<file path="src/hw/rtl/cba_pkg.sv">
// Shared types and codes of the contiguous block allocator.
package cba_pkg;

   localparam logic CMD_ALLOC = 1'b0;
   localparam logic CMD_FREE  = 1'b1;

   localparam logic [1:0] STATUS_DONE    = 2'd0;
   localparam logic [1:0] STATUS_NOSPACE = 2'd1;
   localparam logic [1:0] STATUS_INVALID = 2'd2;

   localparam logic [6:0] ACTIVE_RESET = 7'd64;

   typedef struct packed {
      logic       command;
      logic [6:0] run_length;
      logic [5:0] first_block;
   } req_type;

   typedef struct packed {
      logic [1:0] status;
      logic [5:0] granted_start;
   } rsp_type;

   typedef struct packed {
      logic [6:0] active_blocks;
   } csr_type;

   // bitmap write strobe and data
   typedef struct packed {
      logic en;
      logic value;
   } map_wr_type;

endpackage

</file>
<file path="src/hw/rtl/cba_chan_if.sv">
// Valid/ready channel carrying one payload item.
interface cba_chan_if #(parameter type payload_type = logic);
   logic        valid;
   logic        ready;
   payload_type data;

   modport source (output valid, output data, input ready);
   modport sink (input valid, input data, output ready);
endinterface

</file>
<file path="src/hw/rtl/cba_bitmap.sv">
// Free bitmap memory: one write port, one registered read port.
module cba_bitmap #(
   parameter int NUM_BLOCKS = 64
) (
   input  logic                          clock,
   input  cba_pkg::map_wr_type           wr,
   input  logic [$clog2(NUM_BLOCKS)-1:0] wr_addr,
   input  logic [$clog2(NUM_BLOCKS)-1:0] rd_addr,
   output logic                          rd_bit
);
   logic mem_ff [NUM_BLOCKS];
   logic rd_bit_ff;

   always_ff @(posedge clock) begin
      if (wr.en) begin
         mem_ff[wr_addr] <= wr.value;
      end
      rd_bit_ff <= mem_ff[rd_addr];
   end

   assign rd_bit = rd_bit_ff;
endmodule

</file>
<file path="src/hw/rtl/cba_ctrl.sv">
// Sequencer: clear pass, first-fit scan, run marking and result register.
module cba_ctrl #(
   parameter int NUM_BLOCKS = 64
) (
   input  logic                          clock,
   input  logic                          reset,
   input  logic                          req_valid,
   output logic                          req_ready,
   input  cba_pkg::req_type              req_data,
   output logic                          rsp_valid,
   input  logic                          rsp_ready,
   output cba_pkg::rsp_type              rsp_data,
   input  logic [6:0]                    active_blocks,
   output cba_pkg::map_wr_type           map_wr,
   output logic [$clog2(NUM_BLOCKS)-1:0] map_wr_addr,
   output logic [$clog2(NUM_BLOCKS)-1:0] map_rd_addr,
   input  logic                          map_rd_bit
);
   localparam int IDX_W = $clog2(NUM_BLOCKS);
   localparam int CNT_W = $clog2(NUM_BLOCKS + 1);
   localparam int N_W   = (CNT_W > 7) ? CNT_W : 7;
   localparam int SUM_W = N_W + 1;

   typedef enum logic [4:0] {
      S_IDLE  = 5'b00001,
      S_CLEAR = 5'b00010,
      S_SCAN  = 5'b00100,
      S_MARK  = 5'b01000,
      S_RESP  = 5'b10000
   } state_type;

   state_type        state_ff, state_in;
   logic [6:0]       len_ff, len_in;
   logic [IDX_W-1:0] idx_ff, idx_in;
   logic [N_W-1:0]   iss_ff, iss_in;
   logic             chk_vld_ff, chk_vld_in;
   logic [IDX_W-1:0] chk_idx_ff, chk_idx_in;
   logic [6:0]       cnt_ff, cnt_in;
   logic [IDX_W-1:0] start_ff, start_in;
   logic             mark_val_ff, mark_val_in;
   logic [1:0]       status_ff, status_in;
   logic [5:0]       granted_ff, granted_in;

   logic [N_W-1:0]   n_blk;
   logic [SUM_W-1:0] free_end;
   logic             req_bad;
   logic             iss_live;
   logic [6:0]       cnt_inc;
   logic [IDX_W-1:0] run_start;

   // active count, clamped to the built size
   assign n_blk = (N_W'(active_blocks) > N_W'(NUM_BLOCKS)) ? N_W'(NUM_BLOCKS)
                                                           : N_W'(active_blocks);
   assign free_end = SUM_W'(req_data.first_block) + SUM_W'(req_data.run_length);
   assign req_bad  = (req_data.run_length == 7'd0) ||
                     ((req_data.command == cba_pkg::CMD_ALLOC) &&
                      (N_W'(req_data.run_length) > n_blk)) ||
                     ((req_data.command == cba_pkg::CMD_FREE) &&
                      (free_end > SUM_W'(n_blk)));
   assign iss_live  = iss_ff < n_blk;
   assign cnt_inc   = cnt_ff + 7'd1;
   assign run_start = (cnt_ff == 7'd0) ? chk_idx_ff : start_ff;

   always_comb begin
      state_in    = state_ff;
      len_in      = len_ff;
      idx_in      = idx_ff;
      iss_in      = iss_ff;
      chk_vld_in  = chk_vld_ff;
      chk_idx_in  = chk_idx_ff;
      cnt_in      = cnt_ff;
      start_in    = start_ff;
      mark_val_in = mark_val_ff;
      status_in   = status_ff;
      granted_in  = granted_ff;
      map_wr.en   = 1'b0;
      map_wr.value = mark_val_ff;
      map_wr_addr = idx_ff;
      map_rd_addr = iss_ff[IDX_W-1:0];

      unique case (state_ff)
         S_CLEAR: begin
            map_wr.en    = 1'b1;
            map_wr.value = 1'b1;
            idx_in       = idx_ff + IDX_W'(1);
            if (idx_ff == IDX_W'(NUM_BLOCKS - 1)) begin
               state_in = S_IDLE;
            end
         end
         S_IDLE: begin
            if (req_valid) begin
               len_in     = req_data.run_length;
               granted_in = '0;
               priority if (req_bad) begin
                  status_in = cba_pkg::STATUS_INVALID;
                  state_in  = S_RESP;
               end else if (req_data.command == cba_pkg::CMD_ALLOC) begin
                  iss_in     = '0;
                  cnt_in     = '0;
                  chk_vld_in = 1'b0;
                  state_in   = S_SCAN;
               end else begin
                  idx_in      = IDX_W'(req_data.first_block);
                  mark_val_in = 1'b1;
                  status_in   = cba_pkg::STATUS_DONE;
                  state_in    = S_MARK;
               end
            end
         end
         S_SCAN: begin
            // read of block iss_ff lands next cycle as the bit of chk_idx_ff
            chk_vld_in = iss_live;
            chk_idx_in = iss_ff[IDX_W-1:0];
            if (iss_live) begin
               iss_in = iss_ff + N_W'(1);
            end
            if (chk_vld_ff) begin
               if (map_rd_bit) begin
                  start_in = run_start;
                  cnt_in   = cnt_inc;
                  if (cnt_inc == len_ff) begin
                     idx_in      = run_start;
                     mark_val_in = 1'b0;
                     status_in   = cba_pkg::STATUS_DONE;
                     granted_in  = 6'(run_start);
                     chk_vld_in  = 1'b0;
                     state_in    = S_MARK;
                  end
               end else begin
                  cnt_in = '0;
               end
            end else if (!iss_live) begin
               status_in  = cba_pkg::STATUS_NOSPACE;
               granted_in = '0;
               state_in   = S_RESP;
            end
         end
         S_MARK: begin
            map_wr.en = 1'b1;
            idx_in    = idx_ff + IDX_W'(1);
            len_in    = len_ff - 7'd1;
            if (len_ff == 7'd1) begin
               state_in = S_RESP;
            end
         end
         S_RESP: begin
            if (rsp_ready) begin
               state_in = S_IDLE;
            end
         end
         default: begin
            state_in = S_IDLE;
         end
      endcase
   end

   always_ff @(posedge clock) begin
      if (reset) begin
         state_ff <= S_CLEAR;
         idx_ff   <= '0;
      end else begin
         state_ff <= state_in;
         idx_ff   <= idx_in;
      end
   end

   always_ff @(posedge clock) begin
      len_ff      <= len_in;
      iss_ff      <= iss_in;
      chk_vld_ff  <= chk_vld_in;
      chk_idx_ff  <= chk_idx_in;
      cnt_ff      <= cnt_in;
      start_ff    <= start_in;
      mark_val_ff <= mark_val_in;
      status_ff   <= status_in;
      granted_ff  <= granted_in;
   end

   assign req_ready              = (state_ff == S_IDLE);
   assign rsp_valid              = (state_ff == S_RESP);
   assign rsp_data.status        = status_ff;
   assign rsp_data.granted_start = granted_ff;
endmodule

</file>
<file path="src/hw/rtl/contiguous_block_allocator.sv">
// First-fit contiguous block allocator over a free bitmap of disk blocks.
// Channels: req_chan takes one command item (allocate a run of run_length
// blocks, or free run_length blocks from first_block); rsp_chan returns one
// item per command with status and granted_start; csr_chan writes
// active_blocks, the number of usable blocks (clamped to NUM_BLOCKS).
// Write csr_chan only while no command is in flight; it is always ready.
// Timing: one item at a time. An invalid command answers in the cycle after
// acceptance, a free marks its run_length blocks free one after another, and
// an allocate scans one block per cycle through the bitmap read port and
// then marks the granted run. req_chan is not ready from acceptance until
// the result item has been taken.
// Reset: active_blocks returns to 64 and a clearing pass over all NUM_BLOCKS
// blocks marks every block free; req_chan stays not ready meanwhile.
// A stalled receiver holds the result in its output register and the
// block waits, taking no new item.
module contiguous_block_allocator #(
   parameter int NUM_BLOCKS = 64
) (
   input logic       clock,
   input logic       reset,
   cba_chan_if.sink   req_chan,
   cba_chan_if.source rsp_chan,
   cba_chan_if.sink   csr_chan
);
   localparam int IDX_W = $clog2(NUM_BLOCKS);

   logic [6:0]          active_ff;
   logic [6:0]          active_in;
   cba_pkg::map_wr_type map_wr;
   logic [IDX_W-1:0]    map_wr_addr;
   logic [IDX_W-1:0]    map_rd_addr;
   logic                map_rd_bit;
   cba_pkg::req_type    req_data;
   cba_pkg::rsp_type    rsp_data;

   assign csr_chan.ready = 1'b1;
   assign active_in      = csr_chan.valid ? csr_chan.data.active_blocks : active_ff;

   always_ff @(posedge clock) begin
      if (reset) begin
         active_ff <= cba_pkg::ACTIVE_RESET;
      end else begin
         active_ff <= active_in;
      end
   end

   assign req_data.command     = req_chan.data.command;
   assign req_data.run_length  = req_chan.data.run_length;
   assign req_data.first_block = req_chan.data.first_block;
   assign rsp_chan.data.status        = rsp_data.status;
   assign rsp_chan.data.granted_start = rsp_data.granted_start;

   cba_ctrl #(.NUM_BLOCKS(NUM_BLOCKS)) u_ctrl (
      .clock        (clock),
      .reset        (reset),
      .req_valid    (req_chan.valid),
      .req_ready    (req_chan.ready),
      .req_data     (req_data),
      .rsp_valid    (rsp_chan.valid),
      .rsp_ready    (rsp_chan.ready),
      .rsp_data     (rsp_data),
      .active_blocks(active_ff),
      .map_wr       (map_wr),
      .map_wr_addr  (map_wr_addr),
      .map_rd_addr  (map_rd_addr),
      .map_rd_bit   (map_rd_bit)
   );

   cba_bitmap #(.NUM_BLOCKS(NUM_BLOCKS)) u_bitmap (
      .clock  (clock),
      .wr     (map_wr),
      .wr_addr(map_wr_addr),
      .rd_addr(map_rd_addr),
      .rd_bit (map_rd_bit)
   );

`ifndef SYNTHESIS
   // a pending result blocks new commands
   a_rsp_blocks_req: assert property (@(posedge clock) disable iff (reset)
      rsp_chan.valid |-> !req_chan.ready)
      else $error("command accepted while result pending");

   // an accepted item is never followed by another in the next cycle
   a_one_at_a_time: assert property (@(posedge clock) disable iff (reset)
      (req_chan.valid && req_chan.ready) |=> !req_chan.ready)
      else $error("back-to-back command acceptance");

   // only a successful allocate carries a start block
   a_granted_zero: assert property (@(posedge clock) disable iff (reset)
      (rsp_chan.valid && (rsp_chan.data.status != cba_pkg::STATUS_DONE))
      |-> (rsp_chan.data.granted_start == 6'd0))
      else $error("start block reported on failed request");

   // status is one of the defined codes
   a_status_code: assert property (@(posedge clock) disable iff (reset)
      rsp_chan.valid |-> (rsp_chan.data.status == cba_pkg::STATUS_DONE ||
                          rsp_chan.data.status == cba_pkg::STATUS_NOSPACE ||
                          rsp_chan.data.status == cba_pkg::STATUS_INVALID))
      else $error("undefined status code");
`endif
endmodule

</file>
<file path="src/flat_wrapper.sv">
// flat-port wrapper written by rule: the top's interface ports become plain ports
module contiguous_block_allocator_flat 
#(
   parameter int NUM_BLOCKS = 64
)
  (clock, reset, req_chan_valid, req_chan_data, req_chan_ready, rsp_chan_valid, rsp_chan_data, rsp_chan_ready, csr_chan_valid, csr_chan_data, csr_chan_ready);
  cba_chan_if #(.payload_type(cba_pkg::req_type)) req_chan_i ();
  cba_chan_if #(.payload_type(cba_pkg::rsp_type)) rsp_chan_i ();
  cba_chan_if #(.payload_type(cba_pkg::csr_type)) csr_chan_i ();
  input logic clock;
  input logic reset;
  input wire logic [$bits(req_chan_i.valid)-1:0] req_chan_valid;
  input wire logic [$bits(req_chan_i.data)-1:0] req_chan_data;
  output wire logic [$bits(req_chan_i.ready)-1:0] req_chan_ready;
  output wire logic [$bits(rsp_chan_i.valid)-1:0] rsp_chan_valid;
  output wire logic [$bits(rsp_chan_i.data)-1:0] rsp_chan_data;
  input wire logic [$bits(rsp_chan_i.ready)-1:0] rsp_chan_ready;
  input wire logic [$bits(csr_chan_i.valid)-1:0] csr_chan_valid;
  input wire logic [$bits(csr_chan_i.data)-1:0] csr_chan_data;
  output wire logic [$bits(csr_chan_i.ready)-1:0] csr_chan_ready;
  assign req_chan_i.valid = req_chan_valid;
  assign req_chan_i.data = req_chan_data;
  assign req_chan_ready = req_chan_i.ready;
  assign rsp_chan_valid = rsp_chan_i.valid;
  assign rsp_chan_data = rsp_chan_i.data;
  assign rsp_chan_i.ready = rsp_chan_ready;
  assign csr_chan_i.valid = csr_chan_valid;
  assign csr_chan_i.data = csr_chan_data;
  assign csr_chan_ready = csr_chan_i.ready;
  contiguous_block_allocator #(.NUM_BLOCKS(NUM_BLOCKS)) u_core (.clock(clock), .reset(reset), .req_chan(req_chan_i), .rsp_chan(rsp_chan_i), .csr_chan(csr_chan_i));
endmodule
</file>
<file path="config.mk">
export PLATFORM = sky130hd
export DESIGN_NAME = contiguous_block_allocator_flat
export DESIGN_NICKNAME = d
export VERILOG_FILES = /design/src/hw/rtl/cba_pkg.sv /design/src/hw/rtl/cba_chan_if.sv /design/src/hw/rtl/cba_bitmap.sv /design/src/hw/rtl/cba_ctrl.sv /design/src/hw/rtl/contiguous_block_allocator.sv /design/src/flat_wrapper.sv
export SDC_FILE = /design/constraint.sdc
export NUM_CORES = 1
export LEC_CHECK = 0
export BUFFER_PORTS_ARGS = -buffer_cell sky130_fd_sc_hd__clkbuf_2
export CAP_MARGIN = 20
export CORE_UTILIZATION = 60
export DETAILED_ROUTE_END_ITERATION = 10
export PLACE_DENSITY = 0.88
export SLEW_MARGIN = 15
export SYNTH_ARGS = -nofsm -noshare
export SYNTH_HDL_FRONTEND = slang
export SYNTH_SLANG_ARGS = --single-unit
</file>
<file path="constraint.sdc">
create_clock -name clock -period 10.6 [get_ports clock]
set_clock_uncertainty 0.2 [all_clocks]
set_input_delay 2.65 -clock clock [delete_from_list [all_inputs] [get_ports clock]]
set_output_delay 2.65 -clock clock [all_outputs]
set_load 0.005 [all_outputs]
</file>
==> flow_summary.toml <==
[run_status]
status = "finished clean"

[placement]
hpwl_um = 9810
gp_congestion = 0.921
place_ws_ns = 3.98
port_buffers = 35

[clock_tree]
cts_tree = "built"
cts_resized = 0
post-cts-setup-buffers = 0
cts_root_buf = "clkbuf_8"
cts_hold_buf = 0
cts.sinks = 126
clock_path_buffers = 2
clkSlewWorstSetupHoldPaths_ns = 0.06
clk_latency_ns = 0.53
cts_max_level = 4
cts_made_buffers = 17

[yosys]
ys_types = 59
netlist_area_sq_mm = 0.00661
yosysTopAreaCell = "edfxtp_1"
syn_nets = 618
synth.top_cell.area_share = 0.486
ys.flop_type = "edfxtp_1"
async_flop_share = 0
syn_inst = 559
synth-edff-count = 107
synth-seq-cells = 126
yosysWarnings = 0
ys_top_cells_by_area = "edfxtp_1 (49%), mux4_2 (7.2%), nor2_1 (6.3%)"
ys_seq_area_frac = 0.543
avgSynthCellArea_sq_um = 11.8

[routing]
drc = 0
firstDrtPassIters = 5
drtIter0Drc = 663
wl_per_cell_um = 21.2
totalWireLength_um = 15700
vias = 4807
via_per_inst = 6.50
ant_nets = 0

[grt]
grt_pass1_vias = 4709
grt_pass1_wl_um = 24800
grt_max_degree = 65
track_usage = 0.297
grt_overflow = 0
grt_antenna_before_repair = 0

[power]
power_density_mw_per_mm2 = 195
ir_drop_uv = 131
leakage_nw = 2.87

[layout]
most-common-layout-cells = "nor2_1 (111), edfxtp_1 (107), clkbuf_2 (35)"
area_growth_pct = 13.7
diodes = 0
nets = 650
drive_gt1_frac = 0.169
final_common_cell = "nor2_1"

[floorplan]
io_pins = 37
die_area_sq_mm = 0.0114
std_cell_rows = 37
start_util = 0.629
core_sq_mm = 0.0105
die_w_um = 107
fp.dieH_um = 107

[timing]
final.setup.tns_ns = 0
finalCritPeriodShare = 0.580
fmax_mhz = 163
hold_viol = 0
rsz0062_at_grt = "false"
drv_slew = 0
slew_headroom = 0.406
finalWorstSetupSlack_ns = 4.46
worst_pin_slew_ns = 0.891
setup_violations = 0
final.min_clock_period_ns = 6.14

[critical_path]
critPathCaptureType = "flip-flop"
crit_type = "in -> reg"
crit_fanout = 7
cp_data_required_time_ns = 10.56
start_kind = "input pin"
crit_arrival_ns = 6.10

[job]
drv_cap = 0

[min_path]
hold_path.class = "reg -> reg"
## cell usage after synthesis, drive strengths merged, types with 2 or more instances
cell    instances
nand2          34
nor4b           2
nor3            8
and3            6
o211ai          4
inv            21
o221a           2
a21o           10
xnor2          15
mux4           21
o21ai          15
nor2b           4
clkbuf          9
a41o            2
xor2           13
or3b            3
ha             32
dfxtp          19
nor4            4
a211oi          8
a31oi           6
o21bai          2
or4             2
nand3          18
mux2i          13
and2            3
nand4           3
buf            15
a21oi          14
o22ai           2
edfxtp        107
nand2b          5
or2             2
nand3b          5
xnor3           2
a221oi          3
nor2          112
## power breakdown
group | switching, mW | internal, mW
Clock | 0.217 | 0.430
Combinational | 0.145 | 0.0766
Sequential | 0.0389 | 0.560
Total | 0.402 | 1.07
## worst paths after layout
check | end | slack, ns | cells past startpoint | startpoint
setup / recovery | u_core.u_ctrl.iss_ff[3] | 4.46 | 15 | req_chan_data[0]
hold / removal | u_core.active_ff[2] | 0.30 | 2 | u_core.active_ff[2]
setup reg to reg | u_core.u_ctrl.granted_ff[5] | 6.93 | 8 | u_core.u_ctrl.cnt_ff[0]
hold reg to reg | u_core.active_ff[2] | 0.30 | 2 | u_core.active_ff[2]
## critical path, stage by stage
cell and delay [ns]:
clkbuf_2 0.11, ha_1 0.24, fa_1 0.41, a21o_1 0.17, a21oi_1 0.22, o21bai_1 0.09
a21oi_1 0.18, xnor2_1 0.16, ha_1 0.27, and3_1 0.19, a221oi_1 0.27, a21oi_1 0.13
a211oi_2 0.33, nand4_1 0.27, o21ai_0 0.41
## state kept, by name, summed over array words and instances, names as in the netlist
| name | count |
|---|---|
| u_core.active_ff | 7 |
| u_core.u_ctrl.map_wr_addr | 6 |
| u_core.u_ctrl.status_ff | 2 |
| u_core.u_ctrl.cnt_ff | 7 |
| u_core.u_ctrl.iss_ff | 7 |
| u_core.u_bitmap.rd_bit | 1 |
| u_core.u_ctrl.len_ff | 7 |
| u_core.u_ctrl.chk_vld_ff | 1 |
| u_core.u_bitmap.mem_ff | 64 |
| u_core.u_ctrl.start_ff | 6 |
| u_core.u_ctrl.state_ff | 5 |
| u_core.u_ctrl.mark_val_ff | 1 |
| u_core.u_ctrl.chk_idx_ff | 6 |
| u_core.u_ctrl.granted_ff | 6 |
## routing by layer
metal  vias to the layer above  share of wire  global-route usage
met5                         -              0                   0
met1                      2299           0.38               0.387
met2                       326           0.48               0.471
li1                       2119              -                   -
met3                        63           0.10              0.0687
met4                         0          0.036               0.142
## area by class of cell
class,count,area (sq um)
Clock buffer,18,418
Sequential cell,126,3590
Clock inverter,14,240
Timing Repair Buffer,37,190
Multi-Input combinational cell,388,2830
Fill cell,663,2990
Tap cell,136,170
Inverter,21,78.8
## per-stage QoR
| stage | std cells | hold WS [ns] | instance area, sq um | total power [mW] | utilization |
|---|---|---|---|---|---|
| 2_1_floorplan | 559 | 0.261 | 6610 | 0.754 | - |
| 3_3_place_gp | 708 | 0.273 | 6860 | 0.802 | 0.653 |
| 3_5_place_dp | 708 | 0.291 | 6860 | 0.813 | 0.653 |
| 4_1_cts | 740 | 0.310 | 7520 | 1.46 | 0.716 |
| 5_1_grt | 740 | 0.318 | 7520 | 1.51 | 0.716 |
| 6_report | 740 | 0.301 | 7520 | 1.47 | 0.716 |
## kinds of logic (layout without fill, tap and decap cells)
family / after synthesis / after routing / share of synthesized area
adders and majority gates: 33 / 33 / 0.0636
muxes: 34 / 34 / 0.0912
other: 1 / 1 / 0.000567
AOI/OAI and AO/OA: 73 / 73 / 0.0766
buffers and inverters: 45 / 90 / 0.0288
xor gates and xnor gates: 30 / 30 / 0.0439
and+or+nand+nor: 217 / 217 / 0.152
DFF: 126 / 126 / 0.543
Power figures use the tool's default switching activity.
